[config.mk]
export PLATFORM = sky130hd
export DESIGN_NAME = binary_proof_stream_decoder
export DESIGN_NICKNAME = d
export VERILOG_FILES = /design/src/sv/bpsd_pkg.sv /design/src/sv/bpsd_varint.sv /design/src/sv/bpsd_parser.sv /design/src/sv/binary_proof_stream_decoder.sv
export SDC_FILE = /design/constraint.sdc
export NUM_CORES = 1
export LEC_CHECK = 0
export BUFFER_PORTS_ARGS = -buffer_cell sky130_fd_sc_hd__buf_2
export CAP_MARGIN = 20
export CORE_AREA = 2 2 141 143
export CTS_CLUSTER_SIZE = 20
export DETAILED_ROUTE_END_ITERATION = 10
export DIE_AREA = 0 0 143 145
export MAX_ROUTING_LAYER = met4
export PLACE_DENSITY = 0.51
export SLEW_MARGIN = 30
export SYNTH_ARGS = -nofsm -noshare
export SYNTH_HDL_FRONTEND = slang
export SYNTH_SLANG_ARGS = --single-unit
[constraint.sdc]
create_clock -name clk_i -period 10.2 [get_ports clk_i]
set_clock_uncertainty 0.2 [all_clocks]
set_input_delay 2.55 -clock clk_i [delete_from_list [all_inputs] [get_ports clk_i]]
set_output_delay 2.55 -clock clk_i [all_outputs]
set_load 0.05 [all_outputs]
[src/sv/bpsd_pkg.sv]
package bpsd_pkg;

  // Widths of the stream, the literals and the tokens
  localparam int ByteW     = 8;
  localparam int LitW      = 32;
  localparam int TokW      = 32;
  localparam int ValW      = (LitW > TokW) ? LitW : TokW;
  localparam int KindW     = 3;
  localparam int ModeW     = 2;
  localparam int ZeroCntW  = 2;

  // Variable-length number coding
  localparam int GroupBits = 7;
  localparam int ShiftW    = 6;
  localparam int ShiftMax  = (1 << ShiftW) - 1;

  // Line markers, by magnitude
  localparam int MarkAddMag = 48;
  localparam int MarkDelMag = 50;

  // Token kinds
  localparam logic [KindW-1:0] KIND_ADD_ID     = 3'd0;
  localparam logic [KindW-1:0] KIND_DEL_START  = 3'd1;
  localparam logic [KindW-1:0] KIND_ITEM       = 3'd2;
  localparam logic [KindW-1:0] KIND_LINE_END   = 3'd3;
  localparam logic [KindW-1:0] KIND_STREAM_END = 3'd4;

  // One finished number as seen by the line parser
  typedef struct packed {
    logic            done;
    logic            add_mark;
    logic            del_mark;
    logic            is_zero;
    logic [TokW-1:0] value;
  } num_t;

endpackage

[src/sv/bpsd_varint.sv]
module bpsd_varint (
  input  logic                        clk_i,
  input  logic                        rst_ni,
  input  logic                        step_i,
  input  logic [bpsd_pkg::ByteW-1:0]  byte_i,
  output bpsd_pkg::num_t              num_o
);

  logic [bpsd_pkg::LitW-1:0]                     acc_q, acc_d, acc_now;
  logic [bpsd_pkg::ShiftW-1:0]                   shift_q, shift_d, shift_sat;
  logic [bpsd_pkg::ShiftW:0]                     shift_sum;
  logic [bpsd_pkg::LitW+bpsd_pkg::GroupBits-1:0] grp_shl;
  logic [bpsd_pkg::LitW-2:0]                     mag;
  logic [bpsd_pkg::ValW-1:0]                     mag_ext, val_full;
  logic                                          neg, cont;

  // Merge the new 7-bit group into the running number
  always_comb begin
    cont    = byte_i[bpsd_pkg::ByteW-1];
    grp_shl = {{bpsd_pkg::LitW{1'b0}}, byte_i[bpsd_pkg::GroupBits-1:0]} << shift_q;
    acc_now = acc_q;
    if ({1'b0, shift_q} < (bpsd_pkg::ShiftW+1)'(bpsd_pkg::LitW)) begin
      acc_now = acc_q | grp_shl[bpsd_pkg::LitW-1:0];
    end
    shift_sum = {1'b0, shift_q} + (bpsd_pkg::ShiftW+1)'(bpsd_pkg::GroupBits);
    if (shift_sum > (bpsd_pkg::ShiftW+1)'(bpsd_pkg::ShiftMax)) begin
      shift_sat = bpsd_pkg::ShiftW'(bpsd_pkg::ShiftMax);
    end else begin
      shift_sat = shift_sum[bpsd_pkg::ShiftW-1:0];
    end
  end

  // Advance on a continued byte, restart after a final one
  always_comb begin
    acc_d   = acc_q;
    shift_d = shift_q;
    if (step_i) begin
      if (cont) begin
        acc_d   = acc_now;
        shift_d = shift_sat;
      end else begin
        acc_d   = '0;
        shift_d = '0;
      end
    end
  end

  always_ff @(posedge clk_i or negedge rst_ni) begin
    if (!rst_ni) begin
      acc_q   <= '0;
      shift_q <= '0;
    end else begin
      acc_q   <= acc_d;
      shift_q <= shift_d;
    end
  end

  // Map the raw number to its signed value: low bit is the sign
  always_comb begin
    neg      = acc_now[0];
    mag      = acc_now[bpsd_pkg::LitW-1:1];
    mag_ext  = bpsd_pkg::ValW'(mag);
    val_full = neg ? (~mag_ext + bpsd_pkg::ValW'(1)) : mag_ext;

    num_o.done     = step_i && !cont;
    num_o.is_zero  = (mag == '0);
    num_o.add_mark = neg && (mag == (bpsd_pkg::LitW-1)'(bpsd_pkg::MarkAddMag));
    num_o.del_mark = !neg && (mag == (bpsd_pkg::LitW-1)'(bpsd_pkg::MarkDelMag));
    num_o.value    = val_full[bpsd_pkg::TokW-1:0];
  end

endmodule

[src/sv/bpsd_parser.sv]
module bpsd_parser (
  input  logic                          clk_i,
  input  logic                          rst_ni,
  input  bpsd_pkg::num_t                num_i,
  input  logic [bpsd_pkg::ModeW-1:0]    mode_i,
  output logic                          ended_o,
  output logic                          emit_o,
  output logic [bpsd_pkg::KindW-1:0]    kind_o,
  output logic [bpsd_pkg::TokW-1:0]     value_o
);

  typedef enum logic [2:0] {
    PH_MARKER,
    PH_ADD_ID,
    PH_ADD_ITEMS,
    PH_DEL_ITEMS,
    PH_ENDED
  } phase_e;

  phase_e                          phase_q, phase_d;
  logic [bpsd_pkg::ZeroCntW-1:0]   zeros_q, zeros_d, zeros_inc;
  logic [bpsd_pkg::TokW-1:0]       last_id_q, last_id_d;
  logic [bpsd_pkg::ModeW-1:0]      mode_eff;

  // Zero acts as one and three acts as two
  assign mode_eff  = {mode_i[1], ~mode_i[1]};
  assign zeros_inc = zeros_q + bpsd_pkg::ZeroCntW'(1);
  assign ended_o   = (phase_q == PH_ENDED);

  // Decode one finished number against the line phase
  always_comb begin
    phase_d   = phase_q;
    zeros_d   = zeros_q;
    last_id_d = last_id_q;
    emit_o    = 1'b0;
    kind_o    = bpsd_pkg::KIND_ITEM;
    value_o   = '0;
    if (num_i.done) begin
      case (phase_q)
        PH_MARKER: begin
          if (num_i.add_mark) begin
            phase_d = PH_ADD_ID;
          end else if (num_i.del_mark) begin
            phase_d = PH_DEL_ITEMS;
            emit_o  = 1'b1;
            kind_o  = bpsd_pkg::KIND_DEL_START;
            value_o = last_id_q;
          end else begin
            phase_d = PH_ENDED;
            emit_o  = 1'b1;
            kind_o  = bpsd_pkg::KIND_STREAM_END;
          end
        end
        PH_ADD_ID: begin
          last_id_d = num_i.value;
          zeros_d   = '0;
          phase_d   = PH_ADD_ITEMS;
          emit_o    = 1'b1;
          kind_o    = bpsd_pkg::KIND_ADD_ID;
          value_o   = num_i.value;
        end
        PH_ADD_ITEMS: begin
          emit_o = 1'b1;
          if (num_i.is_zero) begin
            if (zeros_inc >= mode_eff) begin
              zeros_d = '0;
              phase_d = PH_MARKER;
              kind_o  = bpsd_pkg::KIND_LINE_END;
            end else begin
              zeros_d = zeros_inc;
            end
          end else begin
            value_o = num_i.value;
          end
        end
        PH_DEL_ITEMS: begin
          emit_o = 1'b1;
          if (num_i.is_zero) begin
            phase_d = PH_MARKER;
            kind_o  = bpsd_pkg::KIND_LINE_END;
          end else begin
            value_o = num_i.value;
          end
        end
        default: begin
          phase_d = PH_ENDED;
        end
      endcase
    end
  end

  always_ff @(posedge clk_i or negedge rst_ni) begin
    if (!rst_ni) begin
      phase_q   <= PH_MARKER;
      zeros_q   <= '0;
      last_id_q <= '0;
    end else begin
      phase_q   <= phase_d;
      zeros_q   <= zeros_d;
      last_id_q <= last_id_d;
    end
  end

  // A line end only ever comes from a zero value
  a_line_end_zero: assert property (@(posedge clk_i) disable iff (!rst_ni)
    (emit_o && kind_o == bpsd_pkg::KIND_LINE_END) |-> num_i.is_zero)
    else $error("line end without a zero value");

  // The addition id is kept for the next deletion line
  a_id_kept: assert property (@(posedge clk_i) disable iff (!rst_ni)
    (num_i.done && phase_q == PH_ADD_ID) |=> (last_id_q == $past(num_i.value)))
    else $error("addition id not kept");

  // The end of the stream holds until reset
  a_end_sticky: assert property (@(posedge clk_i) disable iff (!rst_ni)
    (phase_q == PH_ENDED) |=> (phase_q == PH_ENDED && !emit_o))
    else $error("decoder left the stream end");

endmodule

[src/sv/binary_proof_stream_decoder.sv]
// Binary proof stream decoder.
// Input channel: byte_valid_i / byte_stall_o / byte_in_i carry one raw byte of
// the compressed proof per item. Output channel: token_valid_o / token_stall_i
// carry one token (token_kind_o, token_value_o). An item moves at an edge with
// valid high and stall low. The configuration channel (cfg_valid_i,
// cfg_ready_o, zero_terminators_i) sets the zero count that closes an addition
// line; the user writes it only while the decoder is idle, and the decoder
// itself does not enforce this. A byte that closes a number passes through the
// input register and then the token register before its token is offered;
// continued bytes and the addition marker yield no token.
// Throughput: one byte per cycle while the receiver does not stall; the number
// decode and the line parser both fit between the input register and the
// token register. Reset clears the accumulator, the line phase, the kept line
// id and both registers, and sets the zero count to one.
// When the receiver stalls, the token register holds; one more byte waits in
// the input register, and then byte_stall_o rises until the token is taken.
// After the stream end token, further bytes are accepted and dropped.
module binary_proof_stream_decoder (
  input  logic                              clk_i,
  input  logic                              rst_ni,
  input  logic                              byte_valid_i,
  output logic                              byte_stall_o,
  input  logic [bpsd_pkg::ByteW-1:0]        byte_in_i,
  input  logic                              cfg_valid_i,
  output logic                              cfg_ready_o,
  input  logic [bpsd_pkg::ModeW-1:0]        zero_terminators_i,
  output logic                              token_valid_o,
  input  logic                              token_stall_i,
  output logic [bpsd_pkg::KindW-1:0]        token_kind_o,
  output logic signed [bpsd_pkg::TokW-1:0]  token_value_o
);

  logic                           in_valid_q;
  logic [bpsd_pkg::ByteW-1:0]     in_byte_q;
  logic [bpsd_pkg::ModeW-1:0]     mode_q;
  logic                           out_valid_q;
  logic [bpsd_pkg::KindW-1:0]     kind_q;
  logic [bpsd_pkg::TokW-1:0]      value_q;
  logic                           out_free, fire, step, in_accept;
  logic                           ended, emit;
  logic [bpsd_pkg::KindW-1:0]     emit_kind;
  logic [bpsd_pkg::TokW-1:0]      emit_value;
  bpsd_pkg::num_t                 num;

  // Handshake control
  assign out_free     = !out_valid_q || !token_stall_i;
  assign fire         = in_valid_q && out_free;
  assign step         = fire && !ended;
  assign byte_stall_o = in_valid_q && !out_free;
  assign in_accept    = byte_valid_i && !byte_stall_o;
  assign cfg_ready_o  = 1'b1;

  // Hold the mode register
  always_ff @(posedge clk_i or negedge rst_ni) begin
    if (!rst_ni) begin
      mode_q <= bpsd_pkg::ModeW'(1);
    end else if (cfg_valid_i && cfg_ready_o) begin
      mode_q <= zero_terminators_i;
    end
  end

  // Input register
  always_ff @(posedge clk_i or negedge rst_ni) begin
    if (!rst_ni) begin
      in_valid_q <= 1'b0;
    end else if (in_accept) begin
      in_valid_q <= 1'b1;
    end else if (fire) begin
      in_valid_q <= 1'b0;
    end
  end

  always_ff @(posedge clk_i) begin
    if (in_accept) begin
      in_byte_q <= byte_in_i;
    end
  end

  bpsd_varint u_varint (
    .clk_i  (clk_i),
    .rst_ni (rst_ni),
    .step_i (step),
    .byte_i (in_byte_q),
    .num_o  (num)
  );

  bpsd_parser u_parser (
    .clk_i   (clk_i),
    .rst_ni  (rst_ni),
    .num_i   (num),
    .mode_i  (mode_q),
    .ended_o (ended),
    .emit_o  (emit),
    .kind_o  (emit_kind),
    .value_o (emit_value)
  );

  // Token register: load on a processed byte, drop once taken
  always_ff @(posedge clk_i or negedge rst_ni) begin
    if (!rst_ni) begin
      out_valid_q <= 1'b0;
    end else if (fire) begin
      out_valid_q <= emit;
    end else if (!token_stall_i) begin
      out_valid_q <= 1'b0;
    end
  end

  always_ff @(posedge clk_i) begin
    if (fire && emit) begin
      kind_q  <= emit_kind;
      value_q <= emit_value;
    end
  end

  assign token_valid_o = out_valid_q;
  assign token_kind_o  = kind_q;
  assign token_value_o = value_q;

  // A waiting token is never overwritten
  a_no_overwrite: assert property (@(posedge clk_i) disable iff (!rst_ni)
    (out_valid_q && token_stall_i) |-> !fire)
    else $error("token register overwritten while stalled");

  // Nothing is decoded after the stream end
  a_no_step_after_end: assert property (@(posedge clk_i) disable iff (!rst_ni)
    ended |-> !num.done)
    else $error("number finished after stream end");

  // A delivered token carries a defined kind
  a_kind_range: assert property (@(posedge clk_i) disable iff (!rst_ni)
    out_valid_q |-> (kind_q <= bpsd_pkg::KIND_STREAM_END))
    else $error("token kind out of range");

endmodule

; Word level (Yosys, flattened, before mapping)
; Cells that the tools add are included.
[word_totals]
out_inout_bits = 38
input_bits = 15
wordCells = 87
register_bits = 122
[classes]
bitwise_logic = 3
reduce_logical = 25
add_sub_neg = 3
n_shift = 1
order_cmp = 3
eq_ne = 10
n_mux = 31
[ops]
columns = op, n
row1 = $mux W32, 6
row2 = $pmux W32 S3, 1
row3 = $eq A31 B6 Y1 const B, 2
row4 = $add A32 B1 Y32 const B, 1
row5 = $not A31 Y32, 1
row6 = $or A32 B32 Y32, 1
row7 = $shl A7 B6 Y32, 1
row8 = $logic_not A31 Y1, 1
row9 = $mux W3, 8
row10 = $pmux W3 S4, 2
row11 = $mux W6, 2
row12 = $logic_and A1 B1 Y1, 8
row13 = $mux W1, 8
row14 = $add A6 B3 Y7 const B, 1
row15 = $gt A7 B6 Y1 const B, 1
row16 = $logic_not A1 Y1, 7
row17 = $eq A3 B2 Y1 const B, 2
row18 = $lt A6 B6 Y1 const B, 1
row19 = $mux W2, 2
row20 = $ne A2 B1 Y1 const B, 2
row21 = $ne A2 B2 Y1 const B, 2
row22 = $pmux W2 S2, 1
row23 = $reduce_and A4 Y1, 1
row24 = $reduce_bool A2 Y1, 2
row25 = other kinds (12), 12

; Logic depth before layout (Yosys ltp)
; Gate-level depths: netlist (run 1).
[depth]
ltp_word = 9
ltp_mapped = 15
ltp_nobuf = 10

; Modules after synthesis
; Synthesis (run 1) repeated with hierarchy kept, for this count alone.
[hier_totals]
hier_cells = 675
hier_area_um2 = 7040.5
[modules_own_cells]
columns = mod, area_per_inst_um2, seq_area_each_um2, cells_each, n_inst
row1 = bpsd_varint, 3504.6, 950.9, 424, 1
row2 = bpsd_parser, 2060.7, 925.9, 190, 1
row3 = binary_proof_stream_decoder, 1475.2, 1392.6, 61, 1

; Least setup slack after synthesis (run 1)
; OpenSTA, ideal clock, no wires.
[synth_path]
kind = in2out
from = input token_stall_i
to = output byte_stall_o
stages = 2
path_buffers = 0
arrival_time_ns = 2.987
t_required_ns = 7.450
path_slack_ns = 4.463
path_cell_list = nand3_1 inv_1
[synth_via]
elab_chain_cells = 4
[synth_lines]
columns = element, line_no
row1 = start: declaration, binary_proof_stream_decoder.sv:28  ; input logic token_stall_i,
row2 = $logic_not A1 Y1, n/a
row3 = $logic_or A1 B1 Y1, binary_proof_stream_decoder.sv:46  ; assign out_free = !out_valid_q || !token_stall_i;
row4 = $logic_not A1 Y1, binary_proof_stream_decoder.sv:49  ; assign byte_stall_o = in_valid_q && !out_free;
row5 = $logic_and A1 B1 Y1, binary_proof_stream_decoder.sv:49
row6 = end: declaration, binary_proof_stream_decoder.sv:22  ; output logic byte_stall_o,
; No other way between the ends.

; Worst setup path in the final report (run 1)
; Same ends and word-level chain as after synthesis.

==> qor.csv, run 1 <==
stage,metric,value,unit
cts,hold_buffers,0,
layout,multiInputGateArea,3120,µm²
setup_path,timing.critical_path.arrival,3.05,ns
timing,slew_viol_final,0,
place,pre_cts_ws,4.09,ns
logic_synthesis,synthFlopType,dfrtp_1,
global_route,antenna_found_initial,0,
setup_path,critPathMaxFanout,3,
timing,fmax,173,MHz
die,core,19200,µm²
routing,via_per_inst,5.31,
place,port_buffers,50,
layout,fill_cells,1890,
die,die_area,20700,µm²
cts,clkTransAtPathRegs,0.05,ns
cts,clkLatencyLatePin,0.42,ns
outcome,outcome,finished clean,
global_route,grt-ovfl-total,0,
logic_synthesis,async_flop_share,64.5,%
place,dp_cells,944,
logic_synthesis,synth_seq_cells,121,
die,ios,53,
layout,diodes,0,
logic_synthesis,synth_area_leaders,"dfrtp_1 (29%), edfxtp_1 (19%), nand2_1 (5.2%)",
layout,final_area,7630,µm²
logic_synthesis,synth_warnings,0,
cts,cts_tree,built,
cts,postCtsSetupBuffers,0,
global_route,grt_pass1_vias,4975,
routing,drtAntennaViolNets,0,
logic_synthesis,netlist_area,6630,µm²
cts,cts_made_buffers,17,
cts,cts-root-buf,clkbuf_16,
logic_synthesis,synth_area_per_cell,9.80,µm²
logic_synthesis,syn_inst,676,
layout,final-seq-area,3240,µm²
pwr,power,2.24,mW
flow_run,cap_violations,0,
layout,mostFrequentLayoutCells,"nand2_1 (92), dfrtp_1 (77), a21oi_1 (56), buf_2 (49), nor2_1 (48)",
cts,h-tree-depth,4,
timing,relSlewSlack,35.8,%
die,start_util,34.5,%
logic_synthesis,ys_types,73,
logic_synthesis,synth_area_leader_cell,dfrtp_1,
layout,fin_util,39.7,%
timing,setup_viol,0,
layout,finalNonFillerCells,977,
cts,cts_resized,0,
layout,fin_nets,720,
timing,finalSetupTns,0,ns
timing,hold_viol,0,
timing,worst_pin_slew,0.959,ns
pwr,p_per_area,294,nW/µm²
logic_synthesis,synth_fp_nets,697,
layout,final_common_cell,nand2_1,
setup_path,worstPathRequired,7.45,ns
die,fp.dieW,143,µm
layout,drive_above_1_share,17.1,%
logic_synthesis,synth_top_area_share,29.5,%
timing,rsz0062_at_grt,no,
pwr,vdd_drop_max,0.000139,V
routing,vias,5192,
routing,drc,0,
hold_path,hp-class,reg -> reg,
routing,drt-total-wl,16.9,mm
logic_synthesis,synth-edff-count,43,
timing,fin_crit,5.80,ns
pwr,p_leak,3.05,nW
routing,drt_iter0_markers,412,
layout,area_growth,15.1,%
routing,wire_per_inst,17.3,µm
timing,hold_slack,0.278,ns
cts,cts_buffer_depth,2,
timing,setup_ws,4.40,ns
setup_path,critPathLaunchType,input port,
die,die-height,145,µm
die,num_rows,51,
logic_synthesis,ys_seq_area_share,48.9,%
place,dpl.hpwl,11.6,mm
cts,cts.sinks,121,
global_route,grt_usage,17.4,%
timing,fin_crit_sh,56.8,%
setup_path,critPathCaptureType,output port,
routing,dr.pass1.iters,7,
setup_path,crit_type,in -> out,
place,place.gp.congestion,0.928,
global_route,grt_pass1_wl,27.5,mm
global_route,grt_start_max_net_pins,79,
place,place_area,7020,µm²
## synth_stat cells, drive strengths merged (5+ instances only)
cell type,n
inv,12
a31oi,20
xor2,14
nand2b,9
a41oi,6
nand2,92
a22oi,5
dfrtp,78
mux4,5
nor3,10
a22o,10
and3,8
xnor2,17
nor2b,8
edfxtp,43
nor2,49
clkbuf,29
o21a,5
ha,6
mux2,15
and2,5
mux2i,12
a21o,5
a21oi,59
nand4,6
nand3,12
buf,21
o21ai,59
## where the power goes
part           switching, mW  leakage [nW]  internal [mW]
Combinational          0.651          1.30          0.331
Clock                  0.212         0.289          0.388
Sequential             0.101          1.47          0.556
## worst paths after layout
path,startpoint,end,slack [ns],depth (start not counted)
setup / recovery,token_stall_i,byte_stall_o,4.40,4
hold / removal,u_parser.last_id_q[13]$_DFFE_PN0P_,u_parser.last_id_q[13]$_DFFE_PN0P_,0.28,2
setup reg to reg,u_varint.shift_q[2]$_DFFE_PN0P_,token_value_o[26]$_SDFFCE_PN0P_,5.24,9
hold reg to reg,u_parser.last_id_q[13]$_DFFE_PN0P_,u_parser.last_id_q[13]$_DFFE_PN0P_,0.28,2
max in group asynchronous,rst_ni,u_varint.shift_q[0]$_DFFE_PN0P_,7.24,1
min in group asynchronous,rst_ni,u_parser.last_id_q[0]$_DFFE_PN0P_,1.95,1
## cell families after synthesis
| kind of cell | synth area share [%] |
|---|---|
| adder cells (fa/ha/maj) | 1.13 |
| AND/OR/NAND/NOR | 16.9 |
| XOR/XNOR | 4.10 |
| buffers and inverters | 4.29 |
| flip-flops | 48.9 |
| other | 0.0566 |
| AO/OA/AOI/OAI | 18.4 |
| multiplexers | 6.17 |
## layer usage
| metal | global-route usage, % | up-vias | share of wire (%) |
|---|---|---|---|
| li1 | - | 2505 | - |
| met1 | 23.6 | 2552 | 47 |
| met2 | 25.9 | 110 | 46 |
| met3 | 3.20 | 25 | 4.0 |
| met4 | 6.68 | 0 | 2.6 |
| met5 | - | - | 0 |
## layout make-up
cell class              instances  share of cell area (%)
clock buffers                  23                    6.00
clock inverters                 9                    1.62
inverters                      12                   0.590
multi-input cells             493                    40.9
flip-flops and latches        121                    42.5
well taps                     265                    4.35
repair buffers                 54                    4.02
## worst max-delay path, cell delays in order
cell and delay (ns):
buf_2 0.09, nand3_1 0.10, inv_1 0.06, buf_2 0.25
## sequential cells by signal, summed over array words and instances, names as in the netlist
signal,flops
in_byte_q,8
u_varint.acc_q,32
u_parser.zeros_q,2
u_parser.phase_q,3
u_varint.shift_q,6
in_valid_q,1
token_kind_o,3
u_parser.last_id_q,32
token_valid_o,1
mode_q,1
token_value_o,32
Power figures use the tool's default switching activity.
==> inputs of run 2 (changes only) <==
--- a/config.mk
+++ b/config.mk
@@ -5,14 +5,15 @@
 export SDC_FILE = /design/constraint.sdc
 export NUM_CORES = 1
 export LEC_CHECK = 0
+export ABC_AREA = 1
 export BUFFER_PORTS_ARGS = -buffer_cell sky130_fd_sc_hd__buf_2
 export CAP_MARGIN = 20
-export CORE_AREA = 2 2 141 143
+export CORE_AREA = 2 2 149 151
 export CTS_CLUSTER_SIZE = 20
 export DETAILED_ROUTE_END_ITERATION = 10
-export DIE_AREA = 0 0 143 145
+export DIE_AREA = 0 0 151 153
 export MAX_ROUTING_LAYER = met4
-export PLACE_DENSITY = 0.51
+export PLACE_DENSITY = 0.5
 export SLEW_MARGIN = 30
 export SYNTH_ARGS = -nofsm -noshare
 export SYNTH_HDL_FRONTEND = slang
==> constraint.sdc (replaced) <==
create_clock -name clk_i -period 6.02 [get_ports clk_i]
set_clock_uncertainty 0.2 [all_clocks]
set_input_delay 1.505 -clock clk_i [delete_from_list [all_inputs] [get_ports clk_i]]
set_output_delay 1.505 -clock clk_i [all_outputs]
set_load 0.05 [all_outputs]
==> qor.csv, run 2 <==
stage,metric,value,unit,change
die,die_area,23100,µm²,+11%
global_route,grt-ovfl-total,0,,unchanged
layout,diodes,0,,unchanged
cts,clkTransAtPathRegs,0.06,ns,about the same
die,die-height,153,µm,+5.5%
die,num_rows,54,,+5.9%
timing,fin_crit_sh,67.1,%,
logic_synthesis,netlist_area,7400,µm²,+12%
routing,via_per_inst,4.84,,-8.9%
global_route,grt_usage,18.0,%,+0.54 points
timing,worst_pin_slew,0.766,ns,-0.193 ns
cts,cts_resized,0,,unchanged
place,place.gp.congestion,0.863,,-7.0%
layout,final_area,8500,µm²,+11%
cts,cts_made_buffers,17,,unchanged
timing,fmax,247,MHz,
pwr,p_per_area,237,nW/µm²,-19%
layout,mostFrequentLayoutCells,"nand2_1 (239), nand3_1 (94), inv_1 (92), dfrtp_1 (78), nor2_1 (59)",,
setup_path,cp_common_cell,nand2_1,,
pwr,vdd_drop_max,0.000197,V,+42%
setup_path,crit_type,in -> reg,,
timing,hold_viol,0,,unchanged
hold_path,hp-class,reg -> reg,,
logic_synthesis,synth_area_leader_cell,dfrtp_1,,
timing,slew_viol_final,0,,unchanged
timing,fin_crit,4.04,ns,
cts,cts_buffer_depth,2,,unchanged
routing,drt_iter0_markers,455,,+10%
layout,drive_above_1_share,23.5,%,+6.3 points
layout,fill_cells,2247,,+19%
logic_synthesis,ys_seq_area_share,43.8,%,-5.1 points
place,pre_cts_ws,1.14,ns,-2.95 ns
global_route,antenna_found_initial,0,,unchanged
place,dpl.hpwl,13.6,mm,+17%
die,ios,53,,unchanged
setup_path,critical-path-top-delay-family,simple AND/OR/NAND/NOR gates,,
logic_synthesis,yosysMostFrequentCell,nand2_1,,
pwr,p_leak,3.83,nW,+26%
cts,cts.sinks,121,,unchanged
logic_synthesis,synth_warnings,0,,unchanged
layout,final_common_cell,nand2_1,,
logic_synthesis,synth-edff-count,43,,unchanged
logic_synthesis,synth_seq_cells,121,,unchanged
setup_path,slowest_stage,nor2_4,,
place,place_area,7830,µm²,+12%
cts,clkLatencyLatePin,0.42,ns,about the same
logic_synthesis,synthFlopType,dfrtp_1,,
global_route,grt_pass1_wl,31.3,mm,+14%
cts,cts_tree,built,,
setup_path,path_cells,buf_2 > nand2_1 > nand2_1 > nor2_1 > buf_4 > inv_1 > nor2_1 > nand2_1 > nor2_4 > buf_16,,
setup_path,cp_slowest_stage_delay,0.53,ns,+0.28 ns
layout,final-seq-area,3240,µm²,about the same
die,fp.dieW,151,µm,+5.6%
outcome,outcome,finished clean,,
flow_run,cap_violations,0,,unchanged
logic_synthesis,synth_area_per_cell,8.09,µm²,-17%
timing,setup_viol,0,,unchanged
logic_synthesis,synth_fp_nets,935,,+34%
setup_path,critPathLaunchType,input port,,
cts,postCtsSetupBuffers,0,,unchanged
cts,cts-root-buf,clkbuf_16,,
logic_synthesis,async_flop_share,64.5,%,unchanged
setup_path,timing.critical_path.arrival,3.97,ns,+0.92 ns
routing,wire_per_inst,15.1,µm,-13%
routing,drc,0,,unchanged
setup_path,critPathMaxFanout,25,,+22
routing,vias,6040,,+16%
global_route,grt_start_max_net_pins,52,,-34%
layout,fin_nets,975,,+35%
timing,rsz0062_at_grt,no,,
timing,finalSetupTns,0,ns,unchanged
setup_path,critPathCaptureType,flip-flop,,
setup_path,cp.buffers_inverters,4,,+1
logic_synthesis,ys_types,42,,-42%
logic_synthesis,synthTopCellsByCount,"nand2_1 (239), nand3_1 (94), inv_1 (92)",,
routing,dr.pass1.iters,4,,-3
logic_synthesis,synth_area_leaders,"dfrtp_1 (26%), edfxtp_1 (17%), nand2_1 (12%)",,
setup_path,worstPathRequired,5.95,ns,-1.50 ns
layout,multiInputGateArea,3530,µm²,+13%
routing,drtAntennaViolNets,0,,unchanged
place,port_buffers,50,,unchanged
timing,relSlewSlack,48.7,%,+13 points
logic_synthesis,synth_top_area_share,26.4,%,-3.1 points
timing,setup_ws,1.98,ns,-2.43 ns
global_route,grt_pass1_vias,5835,,+17%
cts,h-tree-depth,4,,unchanged
cts,hold_buffers,0,,unchanged
layout,area_growth,14.9,%,
die,core,21500,µm²,+12%
die,start_util,34.4,%,-0.072 points
routing,drt-total-wl,18.8,mm,+12%
logic_synthesis,syn_inst,914,,+35%
==> run 2: worst paths after layout <==
kind                                                        start                           endpoint  slack (ns)  cells after the start
min in group asynchronous                                  rst_ni    u_varint.shift_q[0]$_DFFE_PN0P_        0.82                      1
worst max-delay path                                token_stall_i    token_value_o[30]$_SDFFCE_PN0P_        1.98                     10
worst min-delay path            u_parser.last_id_q[1]$_DFFE_PN0P_  u_parser.last_id_q[1]$_DFFE_PN0P_        0.29                      2
worst max register to register    u_varint.shift_q[3]$_DFFE_PN0P_    token_value_o[24]$_SDFFCE_PN0P_        2.12                     15
max in group asynchronous                                  rst_ni     u_varint.acc_q[18]$_DFFE_PN0P_        3.74                      2
worst min register to register  u_parser.last_id_q[1]$_DFFE_PN0P_  u_parser.last_id_q[1]$_DFFE_PN0P_        0.29                      2
==> run 2: per-layer routing <==
metal  up-vias  part of all wire (%)  track usage (%)
li1       3078                     -                -
met1      2845                    51             25.7
met2       102                    45             26.4
met3        15                   2.9             2.69
met4         0                   1.2             5.21
met5         -                     0                -
==> run 2: logic make-up after synthesis <==
group                    count (synthesis)  synth area share, %
AND/OR/NAND/NOR                        500                 33.0
XOR/XNOR                                16                 1.89
flip-flops                             121                 43.8
other                                    1               0.0507
adder cells (fa/ha/maj)                  6                 1.01
buffers and inverters                  142                 8.61
AO/OA/AOI/OAI                          128                 11.6
==> run 2: worst min-delay path: cells and delay by family, from the launching register on <==
kind	cells	cell delay, ns
flip-flops	1	0.35
AND/OR/NAND/NOR	2	0.11
==> run 2: where the power goes <==
| group | internal (mW) | switching, mW | leakage [nW] |
|---|---|---|---|
| clock | 0.719 | 0.399 | 0.310 |
| sequential | 0.856 | 0.00440 | 1.27 |
| combinational | 0.00928 | 0.0274 | 2.25 |
| total | 1.58 | 0.431 | 3.83 |
==> run 2: area by class of cell <==
class | count | area share [%]
Clock buffer | 19 | 5.33
Sequential cell | 121 | 38.2
Inverter | 104 | 4.59
Timing Repair Buffer | 59 | 4.00
Clock inverter | 13 | 2.27
Multi-Input combinational cell | 651 | 41.5
Tap cell | 280 | 4.12
==> run 2: metrics by stage <==
step                      util (%)  hold WS, ns  power [mW]  instances
after global placement        36.4        0.265       0.913       1214
after detailed placement      36.4        0.274       0.914       1214
after CTS                     39.4        0.292        2.04       1246
final                         39.6        0.295        2.01       1247
after global routing          39.6        0.315        2.08       1247
after floorplan                  -        0.249       0.891        914
